[config.mk]
export PLATFORM = sky130hd
export DESIGN_NAME = ps2_mouse_packet_cursor_tracker
export DESIGN_NICKNAME = d
export VERILOG_FILES = /design/src/rtl/ps2mct_pkg.sv /design/src/rtl/ps2mct_front.sv /design/src/rtl/ps2mct_queue.sv /design/src/rtl/ps2mct_back.sv /design/src/rtl/ps2_mouse_packet_cursor_tracker.sv
export SDC_FILE = /design/constraint.sdc
export NUM_CORES = 1
export LEC_CHECK = 0
export ABC_AREA = 0
export BUFFER_PORTS_ARGS = -buffer_cell sky130_fd_sc_hd__buf_2
export CAP_MARGIN = 20
export CORE_AREA = 2 2 123 113
export CTS_BUF_LIST = sky130_fd_sc_hd__clkbuf_2
export DETAILED_ROUTE_END_ITERATION = 12
export DIE_AREA = 0 0 125 115
export PLACE_DENSITY = 0.78
export REMOVE_ABC_BUFFERS = 1
export SYNTH_ARGS = -nofsm -noshare
export SYNTH_HDL_FRONTEND = slang
export SYNTH_HIERARCHICAL = 1
export SYNTH_SLANG_ARGS = --single-unit
[constraint.sdc]
create_clock -name clk -period 4.55 [get_ports clk]
set_clock_uncertainty 0.15 [all_clocks]
set_input_delay 0.2275 -clock clk [delete_from_list [all_inputs] [get_ports clk]]
set_output_delay 0.2275 -clock clk [all_outputs]
set_load 0.05 [all_outputs]
[src/rtl/ps2mct_pkg.sv]
// Package for the PS/2 mouse packet cursor tracker.
// Shared types, field positions, reset values and register indexes; no dependencies.
`timescale 1ns / 1ps

package ps2mct_pkg;

  localparam int BYTE_W         = 8;
  localparam int SIZE_W         = 14;
  localparam int COORD_BITS_DEF = 13;
  localparam int CFG_IDX_W      = 2;
  localparam int QUEUE_DEPTH    = 2;

  // Flag byte bit positions
  localparam int SYNC_BIT   = 3;
  localparam int X_SIGN_BIT = 4;
  localparam int Y_SIGN_BIT = 5;
  localparam int LEFT_BIT   = 0;
  localparam int RIGHT_BIT  = 1;
  localparam int MIDDLE_BIT = 2;

  localparam int RESET_WIDTH  = 1024;
  localparam int RESET_HEIGHT = 768;
  localparam int RESET_POS_X  = 512;
  localparam int RESET_POS_Y  = 384;

  typedef enum logic [CFG_IDX_W-1:0] {
    CFG_SCREEN_WIDTH  = 2'd0,
    CFG_SCREEN_HEIGHT = 2'd1
  } cfg_idx_t;

  // Byte position inside a packet
  typedef enum logic [1:0] {
    POS_FLAG  = 2'd0,
    POS_XDATA = 2'd1,
    POS_YDATA = 2'd2
  } byte_pos_t;

  typedef struct packed {
    logic [BYTE_W-1:0] flag_byte;
    logic [BYTE_W-1:0] x_byte;
    logic [BYTE_W-1:0] y_byte;
  } packet_t;

endpackage

[src/rtl/ps2mct_front.sv]
// Packet assembler: gathers raw mouse bytes into 3-byte packets, drops bad sync bytes.
// Depends on ps2mct_pkg.
`timescale 1ns / 1ps

module ps2mct_front (
  input  logic                       clk,
  input  logic                       rst_n,
  input  logic                       in_valid,
  output logic                       in_ready,
  input  logic [ps2mct_pkg::BYTE_W-1:0] in_mouse_byte,
  output logic                       push_valid,
  input  logic                       push_ready,
  output ps2mct_pkg::packet_t        push_data
);

  ps2mct_pkg::byte_pos_t state_r, state_nxt;
  logic [ps2mct_pkg::BYTE_W-1:0] flag_r, flag_nxt;
  logic [ps2mct_pkg::BYTE_W-1:0] xbyte_r, xbyte_nxt;
  logic accept;

  assign accept = in_valid && in_ready;

  // Next state
  always_comb begin
    state_nxt = state_r;
    flag_nxt  = flag_r;
    xbyte_nxt = xbyte_r;
    if (accept) begin
      unique case (state_r)
        ps2mct_pkg::POS_XDATA: begin
          xbyte_nxt = in_mouse_byte;
          state_nxt = ps2mct_pkg::POS_YDATA;
        end
        ps2mct_pkg::POS_YDATA: begin
          state_nxt = ps2mct_pkg::POS_FLAG;
        end
        default: begin
          if (in_mouse_byte[ps2mct_pkg::SYNC_BIT]) begin
            flag_nxt  = in_mouse_byte;
            state_nxt = ps2mct_pkg::POS_XDATA;
          end else begin
            state_nxt = ps2mct_pkg::POS_FLAG;
          end
        end
      endcase
    end
  end

  // Outputs
  always_comb begin
    in_ready   = (state_r != ps2mct_pkg::POS_YDATA) || push_ready;
    push_valid = in_valid && (state_r == ps2mct_pkg::POS_YDATA);
    push_data.flag_byte = flag_r;
    push_data.x_byte    = xbyte_r;
    push_data.y_byte    = in_mouse_byte;
  end

  always_ff @(posedge clk) begin
    if (!rst_n) begin
      state_r <= ps2mct_pkg::POS_FLAG;
      flag_r  <= '0;
      xbyte_r <= '0;
    end else begin
      state_r <= state_nxt;
      flag_r  <= flag_nxt;
      xbyte_r <= xbyte_nxt;
    end
  end

endmodule

[src/rtl/ps2mct_queue.sv]
// Short packet queue between assembler and cursor update.
// Depends on ps2mct_pkg.
`timescale 1ns / 1ps

module ps2mct_queue (
  input  logic                clk,
  input  logic                rst_n,
  input  logic                push_valid,
  output logic                push_ready,
  input  ps2mct_pkg::packet_t push_data,
  output logic                pop_valid,
  input  logic                pop_ready,
  output ps2mct_pkg::packet_t pop_data
);

  localparam int DEPTH = ps2mct_pkg::QUEUE_DEPTH;
  localparam int PTR_W = (DEPTH > 1) ? $clog2(DEPTH) : 1;
  localparam int CNT_W = $clog2(DEPTH + 1);

  ps2mct_pkg::packet_t mem_r [DEPTH];
  logic [PTR_W-1:0] wr_ptr_r, wr_ptr_nxt;
  logic [PTR_W-1:0] rd_ptr_r, rd_ptr_nxt;
  logic [CNT_W-1:0] count_r, count_nxt;
  logic do_push, do_pop;

  assign push_ready = (count_r != CNT_W'(DEPTH));
  assign pop_valid  = (count_r != '0);
  assign pop_data   = mem_r[rd_ptr_r];
  assign do_push    = push_valid && push_ready;
  assign do_pop     = pop_valid && pop_ready;

  always_comb begin
    wr_ptr_nxt = wr_ptr_r;
    rd_ptr_nxt = rd_ptr_r;
    if (do_push) begin
      wr_ptr_nxt = (wr_ptr_r == PTR_W'(DEPTH - 1)) ? '0 : wr_ptr_r + 1'b1;
    end
    if (do_pop) begin
      rd_ptr_nxt = (rd_ptr_r == PTR_W'(DEPTH - 1)) ? '0 : rd_ptr_r + 1'b1;
    end
    count_nxt = count_r + CNT_W'(do_push) - CNT_W'(do_pop);
  end

  always_ff @(posedge clk) begin
    if (!rst_n) begin
      wr_ptr_r <= '0;
      rd_ptr_r <= '0;
      count_r  <= '0;
    end else begin
      wr_ptr_r <= wr_ptr_nxt;
      rd_ptr_r <= rd_ptr_nxt;
      count_r  <= count_nxt;
    end
  end

  always_ff @(posedge clk) begin
    if (do_push) begin
      mem_r[wr_ptr_r] <= push_data;
    end
  end

endmodule

[src/rtl/ps2mct_back.sv]
// Cursor update: applies packet deltas, clamps to screen limits, holds the result register.
// Depends on ps2mct_pkg.
`timescale 1ns / 1ps

module ps2mct_back #(
  parameter int COORD_BITS = ps2mct_pkg::COORD_BITS_DEF
) (
  input  logic                          clk,
  input  logic                          rst_n,
  input  logic                          cfg_valid,
  input  logic [ps2mct_pkg::CFG_IDX_W-1:0] cfg_index,
  input  logic [ps2mct_pkg::SIZE_W-1:0] cfg_data,
  input  logic                          pop_valid,
  output logic                          pop_ready,
  input  ps2mct_pkg::packet_t           pop_data,
  output logic                          out_valid,
  input  logic                          out_ready,
  output logic [COORD_BITS-1:0]         out_cursor_x,
  output logic [COORD_BITS-1:0]         out_cursor_y,
  output logic                          out_left_pressed,
  output logic                          out_right_pressed,
  output logic                          out_middle_pressed
);

  localparam int SUM_W = (COORD_BITS + 2 > ps2mct_pkg::SIZE_W + 1) ?
                         COORD_BITS + 2 : ps2mct_pkg::SIZE_W + 1;

  // Largest coordinate for a screen size: size-1, zero for size 0, capped at the coord range
  function automatic logic [COORD_BITS-1:0] limit_of(input logic [ps2mct_pkg::SIZE_W-1:0] size);
    logic [SUM_W-1:0] lim;
    logic [SUM_W-1:0] cap;
    lim = (size == '0) ? '0 : SUM_W'(size - 1'b1);
    cap = {{(SUM_W-COORD_BITS){1'b0}}, {COORD_BITS{1'b1}}};
    if (lim > cap) begin
      lim = cap;
    end
    return lim[COORD_BITS-1:0];
  endfunction

  function automatic logic [COORD_BITS-1:0] clamp(input logic signed [SUM_W-1:0] v,
                                                   input logic [COORD_BITS-1:0] lim);
    logic signed [SUM_W-1:0] lim_s;
    logic [COORD_BITS-1:0]   res;
    lim_s = $signed({{(SUM_W-COORD_BITS){1'b0}}, lim});
    if (v < 0) begin
      res = '0;
    end else if (v > lim_s) begin
      res = lim;
    end else begin
      res = v[COORD_BITS-1:0];
    end
    return res;
  endfunction

  logic [COORD_BITS-1:0] lim_x_r, lim_y_r;
  logic [COORD_BITS-1:0] pos_x_r, pos_y_r, pos_x_nxt, pos_y_nxt;
  logic                  out_valid_r;
  logic [2:0]            buttons_r;
  logic                  do_pop;
  logic signed [8:0]     dx, dy;
  logic signed [SUM_W-1:0] sum_x, sum_y;

  assign pop_ready = !out_valid_r || out_ready;
  assign do_pop    = pop_valid && pop_ready;

  always_comb begin
    dx = $signed({pop_data.flag_byte[ps2mct_pkg::X_SIGN_BIT], pop_data.x_byte});
    dy = $signed({pop_data.flag_byte[ps2mct_pkg::Y_SIGN_BIT], pop_data.y_byte});
    sum_x = $signed({{(SUM_W-COORD_BITS){1'b0}}, pos_x_r}) + {{(SUM_W-9){dx[8]}}, dx};
    sum_y = $signed({{(SUM_W-COORD_BITS){1'b0}}, pos_y_r}) - {{(SUM_W-9){dy[8]}}, dy};
    pos_x_nxt = clamp(sum_x, lim_x_r);
    pos_y_nxt = clamp(sum_y, lim_y_r);
  end

  // Limits are recomputed on a register write; the user must write them only while idle, the block does not check it
  always_ff @(posedge clk) begin
    if (!rst_n) begin
      lim_x_r <= limit_of(ps2mct_pkg::SIZE_W'(ps2mct_pkg::RESET_WIDTH));
      lim_y_r <= limit_of(ps2mct_pkg::SIZE_W'(ps2mct_pkg::RESET_HEIGHT));
    end else if (cfg_valid) begin
      if (cfg_index == ps2mct_pkg::CFG_SCREEN_WIDTH) begin
        lim_x_r <= limit_of(cfg_data);
      end
      if (cfg_index == ps2mct_pkg::CFG_SCREEN_HEIGHT) begin
        lim_y_r <= limit_of(cfg_data);
      end
    end
  end

  always_ff @(posedge clk) begin
    if (!rst_n) begin
      pos_x_r     <= COORD_BITS'(ps2mct_pkg::RESET_POS_X);
      pos_y_r     <= COORD_BITS'(ps2mct_pkg::RESET_POS_Y);
      out_valid_r <= 1'b0;
    end else begin
      if (do_pop) begin
        pos_x_r     <= pos_x_nxt;
        pos_y_r     <= pos_y_nxt;
        out_valid_r <= 1'b1;
      end else if (out_ready) begin
        out_valid_r <= 1'b0;
      end
    end
  end

  always_ff @(posedge clk) begin
    if (do_pop) begin
      buttons_r <= {pop_data.flag_byte[ps2mct_pkg::MIDDLE_BIT],
                    pop_data.flag_byte[ps2mct_pkg::RIGHT_BIT],
                    pop_data.flag_byte[ps2mct_pkg::LEFT_BIT]};
    end
  end

  assign out_valid          = out_valid_r;
  assign out_cursor_x       = pos_x_r;
  assign out_cursor_y       = pos_y_r;
  assign out_left_pressed   = buttons_r[0];
  assign out_right_pressed  = buttons_r[1];
  assign out_middle_pressed = buttons_r[2];

endmodule

[src/rtl/ps2_mouse_packet_cursor_tracker.sv]
// Top level of the PS/2 mouse packet cursor tracker.
// Depends on ps2mct_pkg, ps2mct_front, ps2mct_queue, ps2mct_back.
`timescale 1ns / 1ps

// Takes one raw PS/2 mouse byte per input transaction and builds standard
// 3-byte packets. A byte offered as a packet's first byte is dropped unless
// its sync bit (bit 3) is set, which resynchronizes a broken stream. On the
// third byte the 9-bit signed X/Y deltas (signs from bits 4/5 of the flag
// byte) move the kept cursor: X is added, Y subtracted (screen rows grow
// downward). Each axis is clamped to 0 .. size-1; a size of 0 pins the axis
// to 0 and sizes beyond the coordinate range pin it to the largest coordinate.
// One output transaction per complete packet carries the position and the
// left/right/middle button bits; first and second bytes produce nothing.
// Throughput: one byte per clock while in_ready is high. The front end (byte
// assembler) hands each packet to a 2-entry queue, and the back end does the
// add-and-clamp into an output register, one packet per clock while that
// register is empty or being read; loading it raises out_valid, and an output
// stall keeps later packets waiting in the queue.
// The output register plus the queue absorb back pressure; in_ready only drops
// when a third byte arrives and the queue is full. Config: index 0 is
// screen_width, index 1 screen_height (14 bits each, reset 1024 x 768);
// other indexes are ignored. cfg_ready is always high; write only while idle.
// The cursor starts at (512, 384) after reset.
module ps2_mouse_packet_cursor_tracker #(
  parameter int COORD_BITS = ps2mct_pkg::COORD_BITS_DEF
) (
  input  logic                          clk,
  input  logic                          rst_n,
  // byte input channel
  input  logic                          in_valid,
  output logic                          in_ready,
  input  logic [ps2mct_pkg::BYTE_W-1:0] in_mouse_byte,
  // cursor result channel
  output logic                          out_valid,
  input  logic                          out_ready,
  output logic [COORD_BITS-1:0]         out_cursor_x,
  output logic [COORD_BITS-1:0]         out_cursor_y,
  output logic                          out_left_pressed,
  output logic                          out_right_pressed,
  output logic                          out_middle_pressed,
  // register write channel
  input  logic                          cfg_valid,
  output logic                          cfg_ready,
  input  logic [ps2mct_pkg::CFG_IDX_W-1:0] cfg_index,
  input  logic [ps2mct_pkg::SIZE_W-1:0] cfg_data
);

  logic                push_valid, push_ready;
  ps2mct_pkg::packet_t push_data;
  logic                pop_valid, pop_ready;
  ps2mct_pkg::packet_t pop_data;

  // Writes are never back-pressured
  assign cfg_ready = 1'b1;

  ps2mct_front u_front (
    .clk           (clk),
    .rst_n         (rst_n),
    .in_valid      (in_valid),
    .in_ready      (in_ready),
    .in_mouse_byte (in_mouse_byte),
    .push_valid    (push_valid),
    .push_ready    (push_ready),
    .push_data     (push_data)
  );

  ps2mct_queue u_queue (
    .clk        (clk),
    .rst_n      (rst_n),
    .push_valid (push_valid),
    .push_ready (push_ready),
    .push_data  (push_data),
    .pop_valid  (pop_valid),
    .pop_ready  (pop_ready),
    .pop_data   (pop_data)
  );

  ps2mct_back #(
    .COORD_BITS (COORD_BITS)
  ) u_back (
    .clk                (clk),
    .rst_n              (rst_n),
    .cfg_valid          (cfg_valid),
    .cfg_index          (cfg_index),
    .cfg_data           (cfg_data),
    .pop_valid          (pop_valid),
    .pop_ready          (pop_ready),
    .pop_data           (pop_data),
    .out_valid          (out_valid),
    .out_ready          (out_ready),
    .out_cursor_x       (out_cursor_x),
    .out_cursor_y       (out_cursor_y),
    .out_left_pressed   (out_left_pressed),
    .out_right_pressed  (out_right_pressed),
    .out_middle_pressed (out_middle_pressed)
  );

endmodule

==> impl_metrics.py, run 1 <==
metrics = {
    "route": {
        "wl_per_cell_um": 17.3,
        "routed.top_layer": "met4",
        "first_iter_violations": 387,
        "first_pass_iters": 5,
        "wl_met2_mm": 9.16,
        "routed_wl_mm": 18.0,
        "vias_per_cell": 5.66,
        "wl_met1_mm": 7.53,
        "route.detailed.drc": 0,
        "dr_wl_met3_um": 926,
        "ant_nets": 0,
        "vias": 5866,
    },
    "timing": {
        "period_minus_slack_ns": 4.64,
        "slew_viol_final": 0,
        "hold_violations": 0,
        "tightest_slew_ns": 1.03,
        "setup_viol": 6,
        "fmax_mhz": 215,
        "grt_setup_unrepaired": "yes",
        "final.period_utilization": 1.02,
        "fin_ws_ns": -0.0948,
        "max_slew_margin": 0.316,
    },
    "job": {
        "maxCapViolCount": 0,
    },
    "final_layout": {
        "multi_input_comb_area_mm2": 0.00408,
        "mostFrequentLayoutCell": "nand2_1",
        "drive_above_1_share": 0.266,
        "area.sequential_mm2": 0.00282,
        "n_fill_cell": 1013,
        "area_growth_pct": 24.6,
        "layout_common_cells": "92 x nand2_1, 72 x dfxtp_1, 59 x buf_2",
        "diodes": 0,
        "final_util": 0.659,
        "nets": 944,
    },
    "worst_setup_path": {
        "required_ns": 4.93,
        "r2r_cells": 21,
        "crit_type": "reg2reg",
        "crit_arrival_ns": 5.03,
        "crit_path_max_fanout": 8,
        "start_kind": "register",
        "worstSetupEndpointType": "register",
    },
    "pwr": {
        "p_leak_nw": 3.95,
        "p_per_area_mw_per_mm2": 531,
        "vdd_drop_max_v": 0.000328,
    },
    "grt": {
        "grt_first_pass_wirelength_mm": 27.2,
        "grt_max_degree": 53,
        "grt_antenna_before_repair": 0,
        "grt_pass1_vias": 5770,
        "track_usage": 0.235,
        "grt_overflow": 0,
    },
    "floorplan": {
        "coreArea_mm2": 0.0131,
        "die_y_um": 115,
        "placement_rows": 40,
        "num_io_pins": 61,
        "die_w_um": 125,
        "dieArea_mm2": 0.0144,
        "initial_utilization": 0.529,
    },
    "min_path": {
        "hold_path_depth": 3,
        "hp-start": "cfg_valid",
        "hp-class": "in2reg",
    },
    "yosys": {
        "syn_inst": 720,
        "synth_warnings": 6,
        "postSynthAreaPerCell_um2": 9.63,
        "syn_area_mm2": 0.00693,
    },
    "placed_design": {
        "post-place-ws_ns": -0.622,
        "port_buffers": 59,
        "hpwl_mm": 12.2,
        "routabilityCongestion": 0.895,
    },
    "clocking": {
        "htree_num_levels": 4,
        "cts_sinks": 118,
        "clk_path_buf_depth": 2,
        "cts_tree": "yes",
        "cts_root_buffer": "clkbuf_2",
        "clk_latency_ns": 0.66,
        "cts_made_buffers": 17,
        "cts.clk_slew.worst_paths_ns": 0.17,
    },
    "status": {
        "failed_checks": "negative setup slack",
        "status": "finished with violations",
    },
}
-- layout make-up --
| class | instances | share of cell area |
|---|---|---|
| Clock buffer | 18 | 0.0104 |
| Clock inverter | 14 | 0.0158 |
| Inverter | 55 | 0.0239 |
| Multi-Input combinational cell | 514 | 0.472 |
| Sequential cell | 118 | 0.326 |
| Tap cell | 168 | 0.0243 |
| Timing Repair Buffer | 149 | 0.127 |
-- routing by layer --
metal | vias up | GRT usage
li1 | 2823 | -
met1 | 2798 | 0.285
met2 | 210 | 0.418
met3 | 35 | 0.0517
met4 | 0 | 0.0778
met5 | - | 0
-- repair_timing --
item | 4_1_cts | 5_1_grt
endpoints found under the hold margin | 65 | 0
setup endpoints to repair | 26 | 26
resized for setup | 6 | 83
hold buffers | 32 | 0
pin swaps | 1 | 42
gates cloned | 0 | 1
setup buffers | 3 | 14
-- critical path, stage by stage, from the launching register on --
cell	delay, ns
dfxtp_4	0.47
buf_12	0.15
mux2_2	0.34
inv_1	0.10
ha_4	0.21
buf_4	0.14
o21a_4	0.13
o31a_1	0.12
o21a_1	0.22
o21ai_1	0.16
a21oi_1	0.09
xor2_1	0.28
ha_1	0.33
and4_4	0.17
nand4_1	0.08
o221ai_1	0.10
a31oi_1	0.23
and4b_2	0.29
nor3_4	0.24
buf_6	0.16
mux2i_1	0.23
o21ai_0	0.14
-- final timing paths --
path	slack, ns	end
hold / removal	0.08	u_back/lim_y_r[1]
setup / recovery	-0.09	u_back/out_cursor_y[6]
setup reg to reg	-0.09	u_back/out_cursor_y[6]
hold reg to reg	0.33	u_queue/mem_r[1][10]
-- per-stage QoR --
step	hold slack [ns]	std cells	TNS [ns]	area [um^2]	power, W
6_report	0.0778	1036	-0.176	8640	0.00459
5_1_grt	0.0735	1036	-2.66	8640	0.00486
4_1_cts	0.00433	1021	0	8120	0.00419
3_5_place_dp	0.290	954	-8.29	7520	0.00348
3_3_place_gp	0.280	954	-3.93	7520	0.00340
2_1_floorplan	0.166	687	-9.30	6720	0.00283
-- state kept, by name, indices dropped and copies added, names as in the netlist, named ones only --
signal,cells
u_back/lim_y_r,13
u_front/xbyte_r,8
u_queue/count_r,2
u_back/buttons_r,3
u_queue/rd_ptr_r,1
u_back/lim_x_r,13
u_back/out_cursor_x,13
u_front/flag_r,5
u_queue/mem_r,42
u_queue/wr_ptr_r,1
u_front/state_r,2
u_back/out_valid,1
u_back/out_cursor_y,13
-- power by group --
group / internal, W / switching, W / leakage [nW]
Clock: 0.000246 / 0.000393 / 0.126
Sequential: 0.00122 / 0.000123 / 1.01
Combinational: 0.00114 / 0.00147 / 2.81
Total: 0.00260 / 0.00199 / 3.95
(Power assumes the default switching activity.)
==> run 2: changes to the inputs <==
--- a/config.mk
+++ b/config.mk
@@ -12,6 +12,7 @@
 export CTS_BUF_LIST = sky130_fd_sc_hd__clkbuf_2
 export DETAILED_ROUTE_END_ITERATION = 12
 export DIE_AREA = 0 0 125 115
+export GPL_ROUTABILITY_DRIVEN = 0
 export PLACE_DENSITY = 0.78
 export REMOVE_ABC_BUFFERS = 1
 export SYNTH_ARGS = -nofsm -noshare
==> constraint.sdc (replaced) <==
create_clock -name clk -period 4.55 [get_ports clk]
set_clock_uncertainty 0.15 [all_clocks]
set_input_delay 0.2275 -clock clk [delete_from_list [all_inputs] [get_ports clk]]
set_output_delay 0.2275 -clock clk [all_outputs]
set_load 0.01 [all_outputs]
==> impl_metrics.py, run 2 (synthesis results as in run 1) <==
metrics = {
    "min_path": {
        "hp-start": "cfg_valid",
        "hold_path_depth": 3,
        "whs_endpoint": "u_back/lim_y_r[0]",
        "hp-class": "in2reg",
    },
    "grt": {
        "grt_max_degree": 53,
        "track_usage": 0.228,
        "grt_pass1_vias": 5620,
        "grt_first_pass_wirelength_mm": 26.6,
        "grt_antenna_before_repair": 0,
        "grt_overflow": 0,
    },
    "timing": {
        "final.period_utilization": 0.986,
        "hold_violations": 0,
        "fin_ws_ns": 0.0620,
        "slew_viol_final": 0,
        "fmax_mhz": 223,
        "tightest_slew_ns": 1.01,
        "period_minus_slack_ns": 4.49,
        "max_slew_margin": 0.325,
        "setup_viol": 0,
        "grt_setup_unrepaired": "yes",
    },
    "route": {
        "vias_per_cell": 5.64,
        "vias": 5780,
        "first_pass_iters": 6,
        "route.detailed.drc": 0,
        "routed_wl_mm": 17.1,
        "wl_per_cell_um": 16.7,
        "ant_nets": 0,
        "first_iter_violations": 368,
    },
    "worst_setup_path": {
        "cp_cell_sequence": "mux2_2 > ha_2 > fa_2 > nor2b_4 > o31a_1 > o21a_1 > o21ai_1 > a21oi_1 > xor2_1 > ha_1 > and4_4 > nand4_1 > o221ai_2 > a31oi_2 > and4b_2 > nor3_4 > clkbuf_16 > mux2i_2 > o21ai_1",
        "crit_arrival_ns": 4.89,
        "required_ns": 4.95,
        "worstSetupEndpointType": "register",
        "cpPeakStageDelay_ns": 0.44,
        "crit_path_max_fanout": 6,
        "crit_type": "reg2reg",
        "start_kind": "register",
        "timing.critical_path.mode_cell": "o21ai_1",
        "rrSetupSlack_ns": 0.06,
        "critPathSlowestCell": "dfxtp_4",
        "r2r_cells": 19,
        "timing.rr.end": "u_back/out_cursor_y[3]",
    },
    "final_layout": {
        "mostFrequentLayoutCell": "nand2_1",
        "n_fill_cell": 1023,
        "layout_common_cells": "92 x nand2_1, 72 x dfxtp_1, 59 x buf_2",
        "largest_register": "u_queue/mem_r",
        "diodes": 0,
        "area_growth_pct": 22.2,
        "nets": 932,
        "drive_above_1_share": 0.262,
        "final_util": 0.646,
        "largest_register_ffs": 42,
    },
    "clocking": {
        "clk_latency_ns": 0.65,
        "cts_tree": "yes",
        "cts_made_buffers": 17,
        "cts_root_buffer": "clkbuf_2",
        "cts.clk_slew.worst_paths_ns": 0.19,
        "clk_path_buf_depth": 2,
        "cts_sinks": 118,
        "htree_num_levels": 4,
    },
    "pwr": {
        "p_leak_nw": 3.88,
        "p_per_area_mw_per_mm2": 507,
        "vdd_drop_max_v": 0.000323,
    },
    "floorplan": {
        "die_y_um": 115,
        "placement_rows": 40,
        "dieArea_mm2": 0.0144,
        "die_w_um": 125,
        "coreArea_mm2": 0.0131,
        "initial_utilization": 0.529,
        "num_io_pins": 61,
    },
    "placed_design": {
        "port_buffers": 59,
        "post-place-ws_ns": -0.572,
        "hpwl_mm": 12.0,
    },
    "status": {
        "status": "complete, no violations",
    },
    "job": {
        "maxCapViolCount": 0,
    },
}
## run 2: changes by cell type in the layout (fill, tap and decap cells not counted), sizes merged
| cell | previous run | this run |
|---|---|---|
| inv | 55 | 58 |
| dlygate4sd3 | 32 | 30 |
| bufinv | 2 | 1 |
| clkbuf | 19 | 18 |
| buf | 116 | 106 |
| clkinvlp | 4 | 3 |
## run 2: stage by stage
stage | hold slack (ns) | setup TNS (ns) | cell area, um^2 | cells | total power (W)
finish | 0.0710 | 0 | 8470 | 1024 | 0.00430
global route | 0.0620 | -1.82 | 8470 | 1024 | 0.00458
CTS | 0.00349 | 0 | 8060 | 1015 | 0.00389
detailed placement | 0.295 | -6.59 | 7510 | 952 | 0.00321
global placement | 0.283 | -3.05 | 7510 | 952 | 0.00312
floorplan | 0.166 | -9.30 | 6720 | 687 | 0.00258
## run 2: timing repair
item                                    in CTS  in global routing
gates cloned                                 0                  1
buffers inserted                             1                  9
gates resized for setup                      4                 81
hold buffers                                30                  0
endpoints found under the hold margin       65                  0
endpoints found under the setup margin      24                 26
pin swaps                                    1                 32
## run 2: layer usage
metal / GRT usage / vias up / share of wire / wire [um]
met2: 0.406 / 184 / 0.51 / 8710
met1: 0.285 / 2768 / 0.43 / 7380
met5: 0 / - / 0 / 0
met3: 0.0382 / 22 / 0.046 / 788
met4: 0.0763 / 0 / 0.014 / 246
li1: - / 2806 / - / -
## run 2: worst max-delay path by stage
stage | end | cells past startpoint
3_5_place_dp | u_back/out_cursor_y[9] | 19
6_report | u_back/out_cursor_y[3] | 19
5_1_grt | u_back/out_cursor_x[1] | 19
2_1_floorplan | u_back/out_cursor_x[9] | 17
3_3_place_gp | u_back/out_cursor_y[3] | 19
4_1_cts | u_back/out_cursor_y[9] | 20
## run 2: critical path, delay by kind of cell (launching register included)
| kind | cells | cell delay [ns] |
|---|---|---|
| adder cells (fa/ha/maj) | 3 | 0.88 |
| AO/OA/AOI/OAI | 7 | 1.00 |
| flip-flops | 1 | 0.44 |
| buffers and inverters | 1 | 0.21 |
| XOR/XNOR | 1 | 0.22 |
| AND/OR/NAND/NOR | 5 | 0.95 |
| multiplexers | 2 | 0.56 |
## run 2: report_power, final
part | total [W] | internal, W | switching [W]
logic | 0.00235 | 0.00114 | 0.00122
registers | 0.00133 | 0.00122 | 0.000113
clock network | 0.000618 | 0.000199 | 0.000419
## run 2: area by class of cell
class                      count  area [um^2]  share of cell area
tap                          168          210              0.0248
sequential                   118         2820               0.332
clock inverter                15          131              0.0155
timing repair buffer         137         1010               0.119
inverter                      55          209              0.0247
clock buffer                  17         85.1              0.0100
multi-input combinational    514         4020               0.474
==> run 3: changes to the inputs <==
--- a/config.mk
+++ b/config.mk
@@ -8,12 +8,14 @@
 export ABC_AREA = 0
 export BUFFER_PORTS_ARGS = -buffer_cell sky130_fd_sc_hd__buf_2
 export CAP_MARGIN = 20
-export CORE_AREA = 2 2 123 113
+export CELL_PAD_IN_SITES_DETAIL_PLACEMENT = 1
+export CELL_PAD_IN_SITES_GLOBAL_PLACEMENT = 1
+export CORE_AREA = 2 2 118 149
 export CTS_BUF_LIST = sky130_fd_sc_hd__clkbuf_2
 export DETAILED_ROUTE_END_ITERATION = 12
-export DIE_AREA = 0 0 125 115
+export DIE_AREA = 0 0 120 151
 export GPL_ROUTABILITY_DRIVEN = 0
-export PLACE_DENSITY = 0.78
+export PLACE_DENSITY_LB_ADDON = 0.1
 export REMOVE_ABC_BUFFERS = 1
 export SYNTH_ARGS = -nofsm -noshare
 export SYNTH_HDL_FRONTEND = slang
==> impl_metrics.py, run 3 (synthesis results as in run 1) <==
metrics = {
    "status": {
        "status": "complete, no violations",
    },
    "timing": {
        "fmax_mhz": 222,
        "setup_viol": 0,
        "holdWs_ns": 0.142,
        "final.period_utilization": 0.989,
        "grt_setup_unrepaired": "yes",
        "setup_tns_ns": 0,
        "max_slew_margin": 0.310,
        "hold_violations": 0,
        "tightest_slew_ns": 1.03,
        "slew_viol_final": 0,
        "period_minus_slack_ns": 4.50,
    },
    "placed_design": {
        "port_buffers": 59,
        "placed_cells": 980,
        "hpwl_mm": 13.6,
    },
    "worst_setup_path": {
        "rrSetupSlack_ns": 0.05,
        "critPathSlowestCell": "dfxtp_4",
        "crit_path_max_fanout": 5,
        "crit_type": "reg2reg",
        "crit_arrival_ns": 4.91,
        "start_kind": "register",
        "cpPeakStageDelay_ns": 0.42,
        "worstSetupEndpointType": "register",
        "cp_cell_sequence": "mux2_4 > inv_2 > ha_4 > nor2b_4 > o31a_1 > o311a_1 > o31ai_2 > nand2b_1 > xor2_2 > ha_1 > and4_1 > nand4_1 > o221ai_2 > a31oi_1 > and4b_2 > nor3_4 > clkbuf_16 > mux2i_1 > o21ai_0",
        "required_ns": 4.96,
        "r2r_cells": 19,
    },
    "clocking": {
        "cts_made_buffers": 17,
        "cts_sinks": 118,
        "clk_latency_ns": 0.70,
        "cts_root_buffer": "clkbuf_2",
        "clk_path_buf_depth": 2,
        "cts.clk_slew.worst_paths_ns": 0.17,
        "cts_tree": "yes",
        "htree_num_levels": 4,
    },
    "pwr": {
        "p_leak_nw": 3.87,
        "finalPower_w": 0.00425,
        "p_per_area_mw_per_mm2": 493,
        "vdd_drop_max_v": 0.000297,
    },
    "final_layout": {
        "layout.cells.non_filler": 1073,
        "n_fill_cell": 1923,
        "largest_register": "u_queue/mem_r",
        "area_growth_pct": 24.3,
        "mostFrequentLayoutCell": "nand2_1",
        "final_util": 0.518,
        "largest_register_ffs": 42,
        "drive_above_1_share": 0.250,
        "nets": 928,
        "layout_common_cells": "92 x nand2_1, 72 x dfxtp_1, 59 x buf_2",
    },
    "route": {
        "routed_wl_mm": 19.1,
        "wl_per_cell_um": 17.8,
        "route.detailed.drc": 0,
        "vias": 5689,
        "ant_nets": 0,
        "first_pass_iters": 5,
        "vias_per_cell": 5.30,
        "first_iter_violations": 174,
    },
    "grt": {
        "grt_overflow": 0,
        "track_usage": 0.209,
        "grt_first_pass_wirelength_mm": 29.7,
        "grt_pass1_vias": 5958,
        "grt_antenna_before_repair": 1,
        "grt_max_degree": 53,
    },
    "job": {
        "maxCapViolCount": 0,
    },
    "floorplan": {
        "dieArea_mm2": 0.0181,
        "placement_rows": 53,
        "initial_utilization": 0.417,
        "num_io_pins": 61,
        "die_y_um": 151,
        "die_w_um": 120,
        "coreArea_mm2": 0.0166,
    },
    "min_path": {
        "hp-class": "in2reg",
        "hold_path_depth": 2,
    },
}
[run 3: cell count changes in the layout (fill, tap and decap cells not counted), moves of 7 or more]
cell           before  now
buf_4              43   26
dlygate4sd3_1      30   42
ha_4                6   14
mux2_2             20   13
mux2_4              2    9
mux2i_1            35   42
[run 3: power by group]
group | internal [W] | switching [W] | total (W)
registers | 0.00122 | 0.000123 | 0.00134
logic | 0.00110 | 0.00119 | 0.00229
clock network | 0.000201 | 0.000421 | 0.000622
total | 0.00251 | 0.00173 | 0.00425
[run 3: through the flow]
stage	area (um^2)	worst slack, ns
finish	8620	0.0499
CTS	8090	0.00267
global route	8620	-0.127
floorplan	6720	-0.420
global placement	7410	-0.0550
detailed placement	7410	-0.247
[run 3: layer usage]
| metal | global-route usage | vias to the layer above | share of wire |
|---|---|---|---|
| met4 | 0.0765 | 0 | 0.016 |
| met5 | 0 | - | 0 |
| met1 | 0.242 | 2776 | 0.43 |
| li1 | - | 2803 | - |
| met3 | 0.0343 | 22 | 0.023 |
| met2 | 0.387 | 88 | 0.53 |
[run 3: path summary, 6_finish.rpt]
path                            from                 endpoint
min                 in_mouse_byte[6]      u_queue/mem_r[1][6]
min reg2reg  u_back/out_cursor_y[10]  u_back/out_cursor_y[10]
max                         register   u_back/out_cursor_y[2]
max reg2reg                 register   u_back/out_cursor_y[2]
[run 3: worst max-delay path, delay by kind of cell, from the launching register on]
kind | cells | cell delay [ns]
AO/OA/AOI/OAI | 6 | 1.29
XOR/XNOR | 1 | 0.16
adder cells (fa/ha/maj) | 2 | 0.53
buffers and inverters | 2 | 0.29
flip-flops | 1 | 0.42
multiplexers | 2 | 0.48
AND/OR/NAND/NOR | 6 | 1.08
[run 3: cell type report]
| cell class | count | area [um^2] | area share |
|---|---|---|---|
| Multi-Input combinational cell | 514 | 4090 | 0.475 |
| Sequential cell | 118 | 2820 | 0.327 |
| Timing Repair Buffer | 133 | 1010 | 0.117 |
| Tap cell | 220 | 275 | 0.0319 |
| Inverter | 55 | 209 | 0.0242 |
| Clock inverter | 14 | 129 | 0.0150 |
| Clock buffer | 18 | 90.1 | 0.0105 |
| Antenna cell | 1 | 2.50 | 0.000290 |
[run 3: timing repair]
item,in CTS,in global routing
hold buffers,42,0
buffers inserted,1,16
endpoints found under the hold margin,66,0
endpoints found under the setup margin,26,26
resized for setup,9,87
gates cloned,0,1
pin swaps,5,39
